## src/rtl/vxd_pkg.sv

```systemverilog
// Shared types and constants for the VXLAN decapsulator.
// Used by vxd_parser, vxd_fifo, vxd_output and vxlan_decapsulator_core.
`default_nettype none

package vxd_pkg;

    // Frame length limit and offset counter width (holds MAX_FRAME itself)
    localparam int MAX_FRAME = 65536;
    localparam int OFF_W     = $clog2(MAX_FRAME + 1);

    // Byte offsets inside the datagram
    localparam int OFF_FLAGS        = 0;
    localparam int OFF_VNI_FIRST    = 4;
    localparam int OFF_VNI_LAST     = 6;
    localparam int VXLAN_HDR_LEN    = 8;
    localparam int OFF_TYPE_HI      = 20;
    localparam int OFF_TYPE_LO      = 21;
    localparam int OFF_VLAN_TYPE_HI = 24;
    localparam int OFF_VLAN_TYPE_LO = 25;

    // VXLAN flag bit that marks a valid VNI
    localparam int VNI_FLAG_BIT = 3;

    // Ethernet type bytes
    localparam logic [7:0] ETH_IPV4_HI = 8'h08;
    localparam logic [7:0] ETH_IPV4_LO = 8'h00;
    localparam logic [7:0] ETH_IPV6_HI = 8'h86;
    localparam logic [7:0] ETH_IPV6_LO = 8'hdd;
    localparam logic [7:0] ETH_VLAN_HI = 8'h81;
    localparam logic [7:0] ETH_VLAN_LO = 8'h00;

    // Queue between parser and output stage
    localparam int FIFO_DEPTH = 4;
    localparam int PTR_W      = $clog2(FIFO_DEPTH);
    localparam int CNT_W      = $clog2(FIFO_DEPTH + 1);

    typedef enum logic [2:0] {
        ST_ACCEPT      = 3'd0,
        ST_SHORT_VXLAN = 3'd1,
        ST_SHORT_ETH   = 3'd2,
        ST_SHORT_VLAN  = 3'd3,
        ST_UNSUPPORTED = 3'd4
    } status_t;

    typedef enum logic [1:0] {
        V_UNDECIDED   = 2'd0,
        V_ACCEPT      = 2'd1,
        V_UNSUPPORTED = 2'd2
    } verdict_t;

    // One classified beat handed from the parser to the output stage
    typedef struct packed {
        logic [7:0]  data;
        logic        fwd;
        logic        first;
        logic        last;
        status_t     status;
        logic [23:0] vni;
    } rec_t;

    function automatic logic type_is_ip(input logic [7:0] hi, input logic [7:0] lo);
        type_is_ip = (hi == ETH_IPV4_HI && lo == ETH_IPV4_LO)
                  || (hi == ETH_IPV6_HI && lo == ETH_IPV6_LO);
    endfunction

endpackage

`default_nettype wire

```

## src/rtl/vxd_parser.sv

```systemverilog
// Front part: walks the datagram one byte a cycle while in_take is high,
// collects the VNI and classifies the inner Ethernet type. Depends on vxd_pkg.
`default_nettype none

module vxd_parser
    import vxd_pkg::*;
(
    input  wire logic       clk,
    input  wire logic       rst_n,
    input  wire logic       in_take,
    input  wire logic [7:0] data_byte,
    input  wire logic       frame_last,
    output logic            rec_push,
    output rec_t            rec
);

    logic [OFF_W-1:0] offset_reg, offset_next;
    logic [23:0]      vni_reg, vni_next;
    logic [7:0]       type_hi_reg, type_hi_next;
    logic             vlan_reg, vlan_next;
    verdict_t         verdict_reg, verdict_next;
    logic             first_reg, first_next;

    logic             fwd;
    logic             first;
    status_t          status;
    logic [23:0]      vni_out;

    always_comb
    begin
        offset_next  = offset_reg;
        vni_next     = vni_reg;
        type_hi_next = type_hi_reg;
        vlan_next    = vlan_reg;
        verdict_next = verdict_reg;
        first_next   = first_reg;
        fwd          = 1'b0;
        first        = 1'b0;

        if (offset_reg < OFF_W'(MAX_FRAME))
        begin
            if (verdict_reg == V_ACCEPT)
            begin
                fwd        = 1'b1;
                first      = first_reg;
                first_next = 1'b0;
            end
            else if (offset_reg == OFF_W'(OFF_FLAGS))
            begin
                type_hi_next = data_byte;
            end
            else if (offset_reg >= OFF_W'(OFF_VNI_FIRST)
                  && offset_reg <= OFF_W'(OFF_VNI_LAST))
            begin
                if (type_hi_reg[VNI_FLAG_BIT])
                    vni_next = {vni_reg[15:0], data_byte};
            end
            else if (verdict_reg == V_UNDECIDED)
            begin
                if (offset_reg == OFF_W'(OFF_TYPE_HI)
                    || (offset_reg == OFF_W'(OFF_VLAN_TYPE_HI) && vlan_reg))
                begin
                    type_hi_next = data_byte;
                end
                else if (offset_reg == OFF_W'(OFF_TYPE_LO))
                begin
                    if (type_is_ip(type_hi_reg, data_byte))
                        verdict_next = V_ACCEPT;
                    else if (type_hi_reg == ETH_VLAN_HI && data_byte == ETH_VLAN_LO)
                        vlan_next = 1'b1;
                    else
                        verdict_next = V_UNSUPPORTED;
                end
                else if (offset_reg == OFF_W'(OFF_VLAN_TYPE_LO) && vlan_reg)
                begin
                    verdict_next = type_is_ip(type_hi_reg, data_byte)
                                 ? V_ACCEPT : V_UNSUPPORTED;
                end
            end
            offset_next = offset_reg + OFF_W'(1);
        end

        // End status from the state after this byte
        status  = ST_ACCEPT;
        vni_out = vni_next;
        if (frame_last)
        begin
            if (offset_next < OFF_W'(VXLAN_HDR_LEN))
            begin
                status  = ST_SHORT_VXLAN;
                vni_out = '0;
            end
            else if (verdict_next == V_ACCEPT)
                status = ST_ACCEPT;
            else if (verdict_next == V_UNSUPPORTED)
                status = ST_UNSUPPORTED;
            else
                status = vlan_next ? ST_SHORT_VLAN : ST_SHORT_ETH;
        end

        rec_push   = in_take && (fwd || frame_last);
        rec.data   = data_byte;
        rec.fwd    = fwd;
        rec.first  = first;
        rec.last   = frame_last;
        rec.status = status;
        rec.vni    = vni_out;
    end

    always_ff @(posedge clk or negedge rst_n)
    begin
        if (!rst_n)
        begin
            offset_reg  <= '0;
            vni_reg     <= '0;
            type_hi_reg <= '0;
            vlan_reg    <= 1'b0;
            verdict_reg <= V_UNDECIDED;
            first_reg   <= 1'b1;
        end
        else if (in_take)
        begin
            if (frame_last)
            begin
                // drop all per-frame state after the end beat
                offset_reg  <= '0;
                vni_reg     <= '0;
                type_hi_reg <= '0;
                vlan_reg    <= 1'b0;
                verdict_reg <= V_UNDECIDED;
                first_reg   <= 1'b1;
            end
            else
            begin
                offset_reg  <= offset_next;
                vni_reg     <= vni_next;
                type_hi_reg <= type_hi_next;
                vlan_reg    <= vlan_next;
                verdict_reg <= verdict_next;
                first_reg   <= first_next;
            end
        end
    end

endmodule

`default_nettype wire

```

## src/rtl/vxd_fifo.sv

```systemverilog
// Short queue of classified beats between parser and output stage.
// Depends on vxd_pkg for the record type and depth.
`default_nettype none

module vxd_fifo
    import vxd_pkg::*;
(
    input  wire logic clk,
    input  wire logic rst_n,
    input  wire logic wr_en,
    input  rec_t      wr_rec,
    output logic      fifo_full,
    input  wire logic rd_en,
    output logic      fifo_empty,
    output rec_t      rd_rec
);

    rec_t             slot_reg [FIFO_DEPTH];
    logic [PTR_W-1:0] wr_ptr_reg;
    logic [PTR_W-1:0] rd_ptr_reg;
    logic [CNT_W-1:0] count_reg;

    assign fifo_full  = (count_reg == CNT_W'(FIFO_DEPTH));
    assign fifo_empty = (count_reg == '0);
    assign rd_rec     = slot_reg[rd_ptr_reg];

    always_ff @(posedge clk)
    begin
        if (wr_en)
            slot_reg[wr_ptr_reg] <= wr_rec;
    end

    always_ff @(posedge clk or negedge rst_n)
    begin
        if (!rst_n)
        begin
            wr_ptr_reg <= '0;
            rd_ptr_reg <= '0;
            count_reg  <= '0;
        end
        else
        begin
            if (wr_en)
                wr_ptr_reg <= wr_ptr_reg + PTR_W'(1);
            if (rd_en)
                rd_ptr_reg <= rd_ptr_reg + PTR_W'(1);
            if (wr_en && !rd_en)
                count_reg <= count_reg + CNT_W'(1);
            else if (rd_en && !wr_en)
                count_reg <= count_reg - CNT_W'(1);
        end
    end

endmodule

`default_nettype wire

```

## src/rtl/vxd_output.sv

```systemverilog
// Back part: pulls classified beats from the queue into the output register
// and formats the result fields. Depends on vxd_pkg.
`default_nettype none

module vxd_output
    import vxd_pkg::*;
(
    input  wire logic   clk,
    input  wire logic   rst_n,
    input  wire logic   fifo_empty,
    input  rec_t        fifo_rec,
    output logic        fifo_rd,
    input  wire logic   pop,
    output logic        empty,
    output logic [7:0]  payload_byte,
    output logic        payload_valid,
    output logic        payload_first,
    output logic [23:0] vni,
    output logic        frame_end,
    output logic [2:0]  frame_status
);

    logic out_valid_reg;
    rec_t out_reg;

    // Refill the output register when it is free or being taken this cycle
    assign fifo_rd = !fifo_empty && (!out_valid_reg || pop);
    assign empty   = !out_valid_reg;

    always_ff @(posedge clk or negedge rst_n)
    begin
        if (!rst_n)
            out_valid_reg <= 1'b0;
        else if (fifo_rd)
            out_valid_reg <= 1'b1;
        else if (pop)
            out_valid_reg <= 1'b0;
    end

    always_ff @(posedge clk)
    begin
        if (fifo_rd)
            out_reg <= fifo_rec;
    end

    assign payload_byte  = out_reg.fwd ? out_reg.data : 8'h00;
    assign payload_valid = out_reg.fwd;
    assign payload_first = out_reg.first;
    assign vni           = out_reg.vni;
    assign frame_end     = out_reg.last;
    assign frame_status  = out_reg.last ? out_reg.status : ST_ACCEPT;

endmodule

`default_nettype wire

```

## src/rtl/vxlan_decapsulator_core.sv

```systemverilog
// VXLAN decapsulator top level: parser -> beat queue -> output register.
// Throughput: one datagram byte per cycle, sustained; full only rises when the consumer stalls.
// Result path: a result is written into a queue slot and then into the output register before it shows on the ports.
// Reset (rst_n, async, active low): clears parser state, empties queue and output register.
// Depends on vxd_pkg, vxd_parser, vxd_fifo, vxd_output.
`default_nettype none

module vxlan_decapsulator_core
    import vxd_pkg::*;
(
    input  wire logic       clk,
    input  wire logic       rst_n,

    // Input side: byte stream of the received datagram
    input  wire logic       push,
    output logic            full,
    input  wire logic [7:0] data_byte,
    input  wire logic       frame_last,

    // Result side: forwarded payload bytes and end-of-frame results
    output logic            empty,
    input  wire logic       pop,
    output logic [7:0]      payload_byte,
    output logic            payload_valid,
    output logic            payload_first,
    output logic [23:0]     vni,
    output logic            frame_end,
    output logic [2:0]      frame_status
);

    logic in_take;
    logic rec_push;
    rec_t parse_rec;
    logic fifo_full;
    logic fifo_empty;
    logic fifo_rd;
    rec_t head_rec;

    // The parser can only stall on the queue; an input beat is taken
    // whenever the queue has room for whatever result it may produce.
    assign full    = fifo_full;
    assign in_take = push && !fifo_full;

    // Front: walk header, collect VNI, classify inner type, mark payload beats
    vxd_parser u_parser (
        .clk        (clk),
        .rst_n      (rst_n),
        .in_take    (in_take),
        .data_byte  (data_byte),
        .frame_last (frame_last),
        .rec_push   (rec_push),
        .rec        (parse_rec)
    );

    // Decouple: hold classified beats while the consumer stalls
    vxd_fifo u_fifo (
        .clk        (clk),
        .rst_n      (rst_n),
        .wr_en      (rec_push),
        .wr_rec     (parse_rec),
        .fifo_full  (fifo_full),
        .rd_en      (fifo_rd),
        .fifo_empty (fifo_empty),
        .rd_rec     (head_rec)
    );

    // Back: present the oldest result beat in a registered output stage
    vxd_output u_output (
        .clk           (clk),
        .rst_n         (rst_n),
        .fifo_empty    (fifo_empty),
        .fifo_rec      (head_rec),
        .fifo_rd       (fifo_rd),
        .pop           (pop),
        .empty         (empty),
        .payload_byte  (payload_byte),
        .payload_valid (payload_valid),
        .payload_first (payload_first),
        .vni           (vni),
        .frame_end     (frame_end),
        .frame_status  (frame_status)
    );

    // A shown result is either a forwarded byte or an end beat
    a_no_empty_result: assert property (@(posedge clk) disable iff (!rst_n)
        !empty |-> (payload_valid || frame_end))
        else $error("result beat with neither payload nor frame end");

    // Status other than accepted only on an end beat
    a_status_on_end: assert property (@(posedge clk) disable iff (!rst_n)
        (!empty && !frame_end) |-> (frame_status == ST_ACCEPT))
        else $error("nonzero status on a non-end beat");

    // First flag only on a forwarded byte
    a_first_fwd: assert property (@(posedge clk) disable iff (!rst_n)
        (!empty && payload_first) |-> payload_valid)
        else $error("payload_first without payload_valid");

    // A short VXLAN header never reports a VNI and never forwards
    a_short_vxlan: assert property (@(posedge clk) disable iff (!rst_n)
        (!empty && frame_status == ST_SHORT_VXLAN) |-> (vni == 24'd0 && !payload_valid))
        else $error("short VXLAN end beat with VNI or payload");

    // A stalled output beat holds its payload
    a_out_hold: assert property (@(posedge clk) disable iff (!rst_n)
        (!empty && !pop) |=> (!empty && $stable(payload_byte) && $stable(frame_end)))
        else $error("output beat changed while stalled");

endmodule

`default_nettype wire

```

## config.mk

```make
export PLATFORM = sky130hd
export DESIGN_NAME = vxlan_decapsulator_core
export DESIGN_NICKNAME = d
export VERILOG_FILES = /design/src/rtl/vxd_pkg.sv /design/src/rtl/vxd_parser.sv /design/src/rtl/vxd_fifo.sv /design/src/rtl/vxd_output.sv /design/src/rtl/vxlan_decapsulator_core.sv
export SDC_FILE = /design/constraint.sdc
export NUM_CORES = 1
export LEC_CHECK = 0
export ABC_AREA = 1
export BUFFER_PORTS_ARGS = -buffer_cell sky130_fd_sc_hd__buf_2
export CAP_MARGIN = 20
export CORE_MARGIN = 3
export CORE_UTILIZATION = 45
export DETAILED_ROUTE_END_ITERATION = 8
export HOLD_SLACK_MARGIN = 0.02
export PLACE_DENSITY_LB_ADDON = 0.12
export SLEW_MARGIN = 40
export SYNTH_ARGS = -nofsm -noshare
export SYNTH_HDL_FRONTEND = slang
export SYNTH_SLANG_ARGS = --single-unit
```

## constraint.sdc

```tcl
create_clock -name clk -period 8.83 [get_ports clk]
set_input_delay 1.766 -clock clk [delete_from_list [all_inputs] [get_ports clk]]
set_output_delay 1.766 -clock clk [all_outputs]
set_load 0.02 [all_outputs]
```

# ---- Word level (Yosys, flattened, before mapping)
# Memory sizes are Yosys's and may differ from the RTL's. A register that Yosys moved wholly into a read port is not among the register bits.
# Index checks and enable logic that the tools add are counted.
dict set report op_classes {
  n_mux 59
  eq_ne 14
  n_addsub 5
  n_reduce_logical 32
  order_cmp 4
}
# cell count
set ops {}
lappend ops {{24-bit two-way mux} 8}
lappend ops {{17-bit by 5-bit equality test with 1-bit output (second input constant)} 4}
lappend ops {{8-bit two-way mux} 8}
lappend ops {{17-bit two-way mux} 2}
lappend ops {{8-bit equality test (second input constant)} 3}
lappend ops {{2-bit two-way mux} 12}
lappend ops {{1-bit two-way mux} 22}
lappend ops {{3-bit two-way mux} 7}
lappend ops {{17-bit by 1-bit adder with 17-bit output (second input constant)} 1}
lappend ops {{17-bit by 3-bit >= comparator with 1-bit output (second input constant)} 1}
lappend ops {{17-bit by 3-bit less-or-equal comparator with 1-bit output (second input constant)} 1}
lappend ops {{17-bit logical NOT} 1}
lappend ops {{17-bit less-than comparator (second input constant)} 1}
lappend ops {{17-bit by 4-bit less-than comparator with 1-bit output (second input constant)} 1}
lappend ops {{1-bit logical AND} 11}
lappend ops {{8-bit by 4-bit equality test with 1-bit output (second input constant)} 1}
lappend ops {{8-bit logical NOT} 1}
lappend ops {{2-bit nonzero test} 4}
lappend ops {{6-bit AND reduction} 1}
lappend ops {{3-bit nonzero test} 2}
lappend ops {{1-bit logical NOT} 5}
lappend ops {{2-bit by 1-bit adder with 2-bit output (second input constant)} 2}
lappend ops {{2-bit by 1-bit equality test with 1-bit output (second input constant)} 2}
lappend ops {{1-bit logical OR} 4}
lappend ops {{other kinds (9)} 9}
dict set report totals {
  register_bits 61
  memories 1
  inputBits 13
  ram_bits 152
}
# name words word_bits read_ports rd_clocked_by_memory_dff write_ports line
set mem_list {}
lappend mem_list {u_fifo.slot_reg 4 38 1 1 1 vxd_fifo.sv:18} ;# rec_t slot_reg [FIFO_DEPTH];

# ---- Logic depth before layout (Yosys ltp)
# Gate-level depths: netlist (run 1).
dict set report logic_depth {
  word_depth 17
  ltp_mapped 15
}

# ---- Cells and area by module
# From an unflattened synthesis (run 1), not the netlist that was laid out.
dict set report hier_totals {
  cells_unflattened 1138
  area_unflattened_um2 11621.1
}
# mod area_each_um2 n_inst cells_each
set by_module_without_submodules {}
lappend by_module_without_submodules {vxd_fifo 6595.1 1 491}
lappend by_module_without_submodules {vxd_parser 3564.7 1 555}
lappend by_module_without_submodules {vxd_output 1451.4 1 90}
lappend by_module_without_submodules {vxlan_decapsulator_core 10.0 1 2}

# ---- Worst setup path before layout (run 1)
# OpenSTA, ideal clock, no wires.
dict set report synth_path {
  path_type {in2reg}
  startpoint {in pop}
  endpoint {reg u_fifo.count_reg[1]}
  slack_ns 3.706
  path_buffers 0
  arrival_time_ns 5.001
  path_stages 8
  path_cell_list {nor2_1 > a31oi_1 > inv_1 > ha_1 > inv_1 > fa_1 > nor2_1 > a21oi_1}
}
dict set report synth_via {
  elab_chain_len 5
  elab_cells_between_ends 7
}
# item line
set synth_rtl {}
lappend synth_rtl {{from (decl)} vxlan_decapsulator_core.sv:22} ;# input wire logic pop,
lappend synth_rtl {{1-bit logical OR *} vxd_output.sv:27} ;# assign fifo_rd = !fifo_empty && (!out_valid_reg || pop);
lappend synth_rtl {{1-bit logical AND *} vxd_output.sv:27}
lappend synth_rtl {{net fifo_rd} vxlan_decapsulator_core.sv:36} ;# logic fifo_rd;
lappend synth_rtl {{1-bit logical NOT} vxd_fifo.sv:47} ;# if (wr_en && !rd_en)
lappend synth_rtl {{1-bit logical AND} vxd_fifo.sv:47}
lappend synth_rtl {{3-bit two-way mux or 2-bit nonzero test (tied branches)} -}
lappend synth_rtl {{to (signal assigned)} vxd_fifo.sv:48} ;# count_reg <= count_reg + CNT_W'(1);
lappend synth_rtl {{to (signal assigned)} vxd_fifo.sv:50} ;# count_reg <= count_reg - CNT_W'(1);
lappend synth_rtl {{to (decl)} vxd_fifo.sv:21} ;# logic [CNT_W-1:0] count_reg;
# The timed path passes the listed nets; every way through them passes the cells marked *.
# A chain may end at the register's enable or synchronous reset.

# ---- Worst setup path after layout (run 1)
dict set report layout_path {
  startpoint {in push}
  endpoint {reg u_fifo.count_reg[2]}
}
dict set report layout_via {
  elab_chain_len 5
  elab_cells_between_ends 7
}
# item line
set layout_rtl {}
lappend layout_rtl {{from (decl)} vxlan_decapsulator_core.sv:15} ;# input wire logic push,
lappend layout_rtl {{1-bit logical AND *} vxlan_decapsulator_core.sv:42} ;# assign in_take = push && !fifo_full;
lappend layout_rtl {{1-bit logical AND *} vxd_parser.sv:101} ;# rec_push = in_take && (fwd || frame_last);
lappend layout_rtl {{net rec_push} vxlan_decapsulator_core.sv:32} ;# logic rec_push;
lappend layout_rtl {{1-bit logical NOT} vxd_fifo.sv:49} ;# else if (rd_en && !wr_en)
lappend layout_rtl {{1-bit logical AND} vxd_fifo.sv:49}
lappend layout_rtl {{2-bit nonzero test (no line)} -}
# Marks and branches as above.

==> impl_metrics.ini, run 1 <==
[global_route]
largest_net_degree_at_the_start_of_global_routing = 79
grt_pass1_vias = 6913
grt_antenna_before_repair = 0
global_route.usage.total = 0.176
grt_pass1_wl_um = 37000
global_route.overflow_total = 0

[floorplan]
fp.coreArea_um2 = 23800
floorplan.die.width_um = 162
initial_utilization = 0.463
placement_rows = 56
ioPinCount = 53
fp.dieH_um = 162
die_area_um2 = 26400

[route]
finalWirelength_um = 22900
detail_route.wl_per_cell_um = 16.4
drt_drc_violations_left = 0
drt-vias-per-instance = 5.04
num_vias = 7039
antenna_violating_nets_post_route = 0
drtPass1Iterations = 5
initialDrtViolationCount = 492

[worst_setup_path]
timing.critical_path.to_type = flip-flop
regToRegSetupSlack_ns = 6.18
start_kind = input port
regToRegEndpoint = u_fifo.count_reg[2]$_DFFE_PN0P_
cp.required_ns = 9.23
r2r_cells = 12
crit_type = input port to flip-flop
critical_path.max_fanout = 34
critical_path.reg2reg.startpoint = u_fifo.count_reg[2]$_DFFE_PN0P_
cp_data_arrival_time_ns = 3.82

[hold_path]
worst_hold_path_type = flip-flop to flip-flop
hold_start = u_parser.vni_reg[19]$_DFFE_PN0P_
hold_path_depth = 2
min_delay_worst_endpoint = u_parser.vni_reg[19]$_DFFE_PN0P_

[timing]
final.period_utilization = 0.388
rsz0062_at_grt = no
worst_clock_skew_ns = 0.0172
finalSetupTns_ns = 0
final_hold_viol_count = 0
max-slew-margin-rel = 0.549
period_minus_slack_ns = 3.42
worstMarginPinSlew_ns = 0.676
whs_ns = 0.481
slew_viol_final = 0
timing.final.setup_violations = 0
fmax_mhz = 292

[clock_tree]
clock_tree.buffer_depth = 3
clock_insertion_delay_worst_skew_ns = 0.53
number_of_buffers_added_to_fix_hold_violations_after_cts = 0
numCtsBuffers = 27
cts_root_buf = clkbuf_16
post_cts_clock_slew_at_the_launch_and_capture_registers_of_the_worst_setup_and_hold_paths_ns = 0.06
post-cts-setup-buffers = 0
tritoncts = done
cts_max_level = 1
tritoncts_num_sinks = 251
count_of_cells_resized_by_post_cts_repair = 0

[final_layout]
syn_to_final_growth_pct = 12.0
fin_nets = 1081
number_of_flip_flops_in_the_largest_register = 152
most-common-layout-cells = edfxtp_1, nand2_1, inv_1
layout.cells.most_common = edfxtp_1
fillCellCount = 2107
antenna_cells_inserted = 0
post_layout_util = 0.519
drive_above_1_share = 0.151

[synth]
synthDominantCellAreaShare = 0.519
seq_area_frac_synth = 0.657
yosys_warnings = 0
synth_area_per_cell_um2 = 10.7
synth_top_area_cell = edfxtp_1
mapped_area_um2 = 11000
synth.area.top_cells = edfxtp_1, dfrtp_1, nand2_1
synth.lib_cells_used.distinct = 39
synth_top_flop_cell = edfxtp_1
asyncSetResetFlopFracSynth = 0.243
synth_nets = 1052
synth-seq-cells = 251
synth_edf_count = 190
synthCells = 1027

[run_status]
run_status = finished clean

[power_and_ir_drop]
p_leak_nw = 5.06
power.density_nw_per_um2 = 297
ir_drop_v = 0.000159

[placed_design]
detailed_place_hpwl_um = 13800
finalWeightedCongestion = 0.808
port-buffer-count = 52

[run]
cap_violations = 0
## power by group
part | leakage [nW] | internal (mW) | switching (mW) | total [mW]
registers | 2.61 | 1.54 | 0.0744 | 1.61
clock network | 0.410 | 0.621 | 0.454 | 1.08
logic | 2.04 | 0.284 | 0.687 | 0.971
## kinds of logic after synthesis
family,Yosys count,synth area share
simple gates,379,0.152
fa+ha+maj,12,0.0143
buf+inv,189,0.0770
xor+xnor,6,0.00546
compound gates,190,0.0943
flops,251,0.657
## how the worst max path moves through the flow
stage               from                                to
finish              push   u_fifo.count_reg[2]$_DFFE_PN0P_
global route        push   u_fifo.count_reg[2]$_DFFE_PN0P_
CTS                 push  u_fifo.slot_reg[2][36]$_DFFE_PP_
detailed placement  push  u_fifo.slot_reg[2][35]$_DFFE_PP_
global placement    push  u_fifo.slot_reg[2][35]$_DFFE_PP_
floorplan            pop   u_fifo.count_reg[1]$_DFFE_PN0P_
## per-stage QoR
| step | power [mW] | area [µm²] | setup WS (ns) | instances |
|---|---|---|---|---|
| after CTS | 3.70 | 12300 | 5.37 | 1395 |
| after floorplan | 2.36 | 11000 | 3.71 | 1027 |
| after global placement | 2.60 | 11400 | 4.63 | 1344 |
| after global routing | 3.88 | 12300 | 5.22 | 1396 |
| final | 3.66 | 12300 | 5.41 | 1396 |
| after detailed placement | 2.62 | 11400 | 4.82 | 1345 |
## worst max-delay path, stage by stage
cell     delay (ns)
buf_2          0.08
inv_1          0.04
nor2_2         0.08
buf_4          0.38
o21ai_2        0.28
inv_1          0.18
ha_1           0.16
inv_1          0.07
fa_1           0.37
a21oi_1        0.15
o21ai_0        0.12
xor2_1         0.15
## final cells by class
type	instances	area, µm²	area share
clock buffers	30	687	0.0558
clock inverters	20	164	0.0133
inverters	123	467	0.0379
multi-input cells	587	2980	0.242
flip-flops and latches	251	7230	0.587
well taps	319	399	0.0324
repair buffers	66	390	0.0317
## Yosys cell counts (2+ instances only)
library cell	n
a21oi_1	5
buf_2	4
buf_4	24
buf_6	5
clkbuf_1	33
dfrtp_1	60
edfxtp_1	190
ha_1	11
inv_1	112
inv_2	10
nand2_1	184
nand2_2	6
nand3_1	24
nand3_2	5
nand3b_1	2
nand4_1	11
nor2_1	116
nor2_2	6
nor2_4	4
nor3_1	14
o21ai_0	106
o21ai_1	23
o21ai_2	6
o22ai_1	48
xor2_1	4
## layer usage
metal	wire, µm	global-route usage	vias to the layer above	share of wire
li1	-	-	3508	-
met1	10400	0.241	3372	0.46
met2	11000	0.295	121	0.48
met3	953	0.0242	38	0.042
met4	503	0.0527	0	0.022
met5	0	0	-	0
(Power assumes the default switching activity.)
==> run 2: changes to the inputs <==
Clock period 8.83 ns to 3.3 ns, I/O delays scaled along.
==> impl_metrics.ini, run 2 (synthesis gave the netlist of run 1 again) <==
[run_status]
run_status = finished clean

[global_route]
global_route.usage.total = 0.182
met3_usage = 0.0226
global_route.overflow_total = 0
largest_net_degree_at_the_start_of_global_routing = 62
grt_antenna_before_repair = 0
grt_pass1_wl_um = 38300
met2_usage = 0.314
busiest_grt_layer = met2
grt_pass1_vias = 7057
met1_usage = 0.249

[route]
num_vias = 7049
initialDrtViolationCount = 565
drt-vias-per-instance = 5.06
drtPass1Iterations = 5
detail_route.wl_per_cell_um = 16.9
antenna_violating_nets_post_route = 0
drt_drc_violations_left = 0
finalWirelength_um = 23500

[worst_setup_path]
cp_data_arrival_time_ns = 2.76
slowest_stage = nand3b_4
timing.critical_path.from = u_parser.offset_reg[6]$_DFFE_PN0P_
crit_type = flip-flop to flip-flop
timing.critical_path.to_type = flip-flop
critPathTopFamily = simple AND/OR/NAND/NOR gates
crit_path_top_cell_by_count = nand2_1
critical_path.max_fanout = 35
cp_cell_sequence = inv_1 > nand2_1 > nor3_1 > nand4_1 > nand3b_4 > buf_4 > nand2_1 > o21ai_1 > nand2_1 > inv_1
critical_path.reg2reg.startpoint = u_parser.offset_reg[6]$_DFFE_PN0P_
regToRegSetupSlack_ns = 0.81
worst_path_largest_cell_delay_ns = 0.45
r2r_cells = 10
start_kind = flip-flop
cp.required_ns = 3.56
regToRegEndpoint = u_fifo.slot_reg[1][23]$_DFFE_PP_
cp.buffers_inverters = 3

[power_and_ir_drop]
combinationalPowerShare = 0.257
p_seq_frac = 0.442
sw_share = 0.325
ir_drop_v = 0.000359
power.density_nw_per_um2 = 805
net-switching-power_mw = 3.23
power.internal_mw = 6.70
share_clk_of_total_power = 0.302
p_leak_nw = 5.07
totalPowerFinal_mw = 9.93

[final_layout]
layout.cells.most_common = edfxtp_1
number_of_flip_flops_in_the_largest_register = 152
most-common-layout-cells = edfxtp_1, nand2_1, inv_1
fin_nets = 1082
design_area_um2 = 12300
fillCellCount = 2103
sequential_cell_area_um2 = 7230
syn_to_final_growth_pct = 12.1
drive_above_1_share = 0.146
post_layout_util = 0.519
antenna_cells_inserted = 0
multi_input_gate_area_um2 = 2970
instances_no_fill = 1394

[clock_tree]
cts_root_buf = clkbuf_16
number_of_buffers_added_to_fix_hold_violations_after_cts = 0
count_of_cells_resized_by_post_cts_repair = 0
post_cts_clock_slew_at_the_launch_and_capture_registers_of_the_worst_setup_and_hold_paths_ns = 0.06
clock_tree.buffer_depth = 3
tritoncts = done
post-cts-setup-buffers = 0
numCtsBuffers = 26
tritoncts_num_sinks = 251
clock_insertion_delay_worst_skew_ns = 0.52
cts_max_level = 1

[placed_design]
detailed_place_hpwl_um = 14000
port-buffer-count = 52
dp_cells = 1348
detailed_place.area_um2 = 11500
finalWeightedCongestion = 0.857
place_ws_ns = 0.757

[floorplan]
fp.dieH_um = 162
fp.coreArea_um2 = 23800
initial_utilization = 0.463
placement_rows = 56
floorplan.die.width_um = 162
die_area_um2 = 26400
ioPinCount = 53

[run]
cap_violations = 0

[timing]
rsz0062_at_grt = no
finalSetupTns_ns = 0
layout_setup_ws_ns = 0.809
timing.final.setup_violations = 0
max-slew-margin-rel = 0.562
whs_ns = 0.232
final_hold_viol_count = 0
slew_viol_final = 0
worst_clock_skew_ns = 0.00791
period_minus_slack_ns = 2.49
final.period_utilization = 0.755
fmax_mhz = 401
worstMarginPinSlew_ns = 0.656

[hold_path]
worst_hold_path_type = input port to async pin
## run 2: cell count changes in the layout (fill, tap and decap cells not counted), sizes merged
cell      previous run  this run
clkbuf              30        38
clkinv              12         5
inv                126       122
clkinvlp             3         0
buf                 66        68
bufinv               2         4
## run 2: worst max-delay path by stage
stage	to	depth (start not counted)	slack, ns
finish	u_fifo.slot_reg[1][23]$_DFFE_PP_	10	0.81
global route	u_fifo.slot_reg[1][23]$_DFFE_PP_	10	0.51
detailed placement	u_fifo.slot_reg[2][24]$_DFFE_PP_	14	0.76
floorplan	u_fifo.slot_reg[0][0]$_DFFE_PP_	4	0.08
global placement	u_fifo.slot_reg[3][3]$_DFFE_PP_	12	0.82
CTS	u_fifo.count_reg[2]$_DFFE_PN0P_	12	0.79
## run 2: layout make-up
cell class / instances / share of cell area
inverters: 123 / 0.0379
flip-flops and latches: 251 / 0.587
repair buffers: 68 / 0.0312
well taps: 319 / 0.0324
multi-input cells: 587 / 0.241
clock inverters: 8 / 0.0110
clock buffers: 38 / 0.0598
## run 2: worst register-to-register path, cell delays in order (launching register included)
cell	delay, ns
dfrtp_1	0.41
inv_1	0.10
nand2_1	0.09
nor3_1	0.30
nand4_1	0.20
nand3b_4	0.45
buf_4	0.35
nand2_1	0.07
o21ai_1	0.09
nand2_1	0.09
inv_1	0.09
## run 2: per-layer routing
| metal | vias up | share of wire |
|---|---|---|
| met5 | - | 0 |
| met4 | 0 | 0.017 |
| met3 | 28 | 0.037 |
| met2 | 122 | 0.48 |
| met1 | 3400 | 0.47 |
| li1 | 3499 | - |
## run 2: power by group through the flow
stage,clock network [mW],registers [mW],logic [mW]
2_1_floorplan,0,4.36,1.94
3_3_place_gp,0,4.44,2.58
3_5_place_dp,0,4.45,2.59
4_1_cts,3.07,4.39,2.60
5_1_grt,3.20,4.45,2.85
6_report,3.00,4.38,2.55
==> run 3: changes to the inputs <==
Clock period 3.3 ns to 2.2 ns, I/O delays scaled along.
==> impl_metrics.ini, run 3 (synthesis gave the netlist of run 1 again) <==
[route]
drtPass1Iterations = 5
num_vias = 7302
antenna_violating_nets_post_route = 0
drt_drc_violations_left = 0
finalWirelength_um = 23500
initialDrtViolationCount = 535
detail_route.wl_per_cell_um = 16.0
drt-vias-per-instance = 4.97

[timing]
fmax_mhz = 457
timing.final.setup_violations = 0
final.period_utilization = 0.994
final_hold_viol_count = 0
finalSetupTns_ns = 0
period_minus_slack_ns = 2.19
slew_viol_final = 0
max-slew-margin-rel = 0.607
worst_clock_skew_ns = 0.0108
rsz0062_at_grt = yes
layout_setup_ws_ns = 0.0137
whs_ns = 0.0953
worstMarginPinSlew_ns = 0.589

[clock_tree]
clock_tree.buffer_depth = 3
numCtsBuffers = 27
tritoncts = done
cts_root_buf = clkbuf_16
post_cts_clock_slew_at_the_launch_and_capture_registers_of_the_worst_setup_and_hold_paths_ns = 0.06
cts_max_level = 1
clock_insertion_delay_worst_skew_ns = 0.54
tritoncts_num_sinks = 251

[placed_design]
detailed_place_hpwl_um = 14900
port-buffer-count = 52
dp_cells = 1417
detailed_place.area_um2 = 12100
place_ws_ns = -0.118
finalWeightedCongestion = 0.833

[global_route]
global_route.overflow_total = 0
largest_net_degree_at_the_start_of_global_routing = 71
grt_pass1_wl_um = 38000
global_route.usage.total = 0.181
grt_antenna_before_repair = 0
grt_pass1_vias = 7078

[worst_setup_path]
cp.required_ns = 2.49
critical_path.reg2reg.startpoint = u_parser.offset_reg[1]$_DFFE_PN0P_
timing.critical_path.to_type = flip-flop
cp_cell_sequence = ha_4 > nand2_2 > nor2_4 > nand2_2 > nor2_4 > nand2_1 > nand2_1 > nand2_1 > inv_2 > nand3_2 > nor2_4 > nand3_4 > buf_12 > nand2_1 > inv_2
worst-path-stages = 15
start_kind = flip-flop
critical_path.max_fanout = 25
crit_path_top_cell_by_count = nand2_1
r2r_cells = 15
crit_type = flip-flop to flip-flop
regToRegEndpoint = u_fifo.slot_reg[0][8]$_DFFE_PP_
slowest_stage = dfrtp_1
critPathTopFamily = simple AND/OR/NAND/NOR gates
worst_path_largest_cell_delay_ns = 0.41
cp_data_arrival_time_ns = 2.48
regToRegSetupSlack_ns = 0.01
cp.buffers_inverters = 3

[final_layout]
post_layout_util = 0.556
design_area_um2 = 13200
multi_input_gate_area_um2 = 3130
instances_no_fill = 1468
fillCellCount = 2039
drive_above_1_share = 0.253
most-common-layout-cells = edfxtp_1, nand2_1, o21ai_0
syn_to_final_growth_pct = 20.1
layout.cells.most_common = edfxtp_1
number_of_flip_flops_in_the_largest_register = 152
antenna_cells_inserted = 0
sequential_cell_area_um2 = 7240
fin_nets = 1153

[power_and_ir_drop]
p_leak_nw = 5.47
totalPowerFinal_mw = 15.3
power.density_nw_per_um2 = 1160
ir_drop_v = 0.000531

[run_status]
run_status = finished clean

[floorplan]
initial_utilization = 0.463
fp.coreArea_um2 = 23800
floorplan.die.width_um = 162
ioPinCount = 53
fp.dieH_um = 162
die_area_um2 = 26400
placement_rows = 56

[run]
cap_violations = 0

[hold_path]
worst_hold_path_type = input port to flip-flop
hold_path_depth = 2
hold_start = pop
min_delay_worst_endpoint = u_output.out_valid_reg$_DFFE_PN0P_
## run 3: worst reg2reg max path, stage by stage, from the launching register on
cell	delay (ns)
dfrtp_1	0.41
ha_4	0.18
nand2_2	0.08
nor2_4	0.17
nand2_2	0.10
nor2_4	0.12
nand2_1	0.05
nand2_1	0.05
nand2_1	0.06
inv_2	0.06
nand3_2	0.10
nor2_4	0.15
nand3_4	0.08
buf_12	0.17
nand2_1	0.11
inv_2	0.06
## run 3: layout make-up
| class | count | share of cell area |
|---|---|---|
| Timing Repair Buffer | 138 | 0.0797 |
| Clock buffer | 34 | 0.0546 |
| Clock inverter | 16 | 0.0160 |
| Inverter | 123 | 0.0353 |
| Sequential cell | 251 | 0.548 |
| Tap cell | 319 | 0.0302 |
| Multi-Input combinational cell | 587 | 0.237 |
## run 3: worst max-delay path by stage
stage | startpoint | endpoint | slack, ns
CTS | u_parser.offset_reg[0]$_DFFE_PN0P_ | u_fifo.slot_reg[0][8]$_DFFE_PP_ | -0.004
global route | u_parser.offset_reg[0]$_DFFE_PN0P_ | u_fifo.slot_reg[2][15]$_DFFE_PP_ | -0.13
floorplan | u_parser.verdict_reg[1]$_DFFE_PN0P_ | u_fifo.slot_reg[0][0]$_DFFE_PP_ | -0.19
finish | u_parser.offset_reg[1]$_DFFE_PN0P_ | u_fifo.slot_reg[0][8]$_DFFE_PP_ | 0.01
global placement | data_byte[4] | u_fifo.slot_reg[2][25]$_DFFE_PP_ | -0.08
detailed placement | data_byte[4] | u_fifo.slot_reg[2][24]$_DFFE_PP_ | -0.12
## run 3: where the power goes
part / switching [mW] / total, mW / internal, mW
clock network: 1.86 / 4.68 / 2.82
registers: 0.353 / 6.52 / 6.16
logic: 2.75 / 4.08 / 1.33
## run 3: timing repair
action                                  4_1_cts  5_1_grt
endpoints found under the setup margin      108      118
setup buffers                                 0        1
pin swaps                                     3       12
hold buffers                                  1        0
endpoints found under the hold margin        60        0
resized for setup                            17       46
## run 3: routing by layer
metal / GRT usage / share of wire / vias up
li1: - / - / 3647
met1: 0.244 / 0.46 / 3529
met2: 0.318 / 0.49 / 95
met3: 0.0226 / 0.029 / 31
met4: 0.0396 / 0.018 / 0
met5: 0 / 0 / -
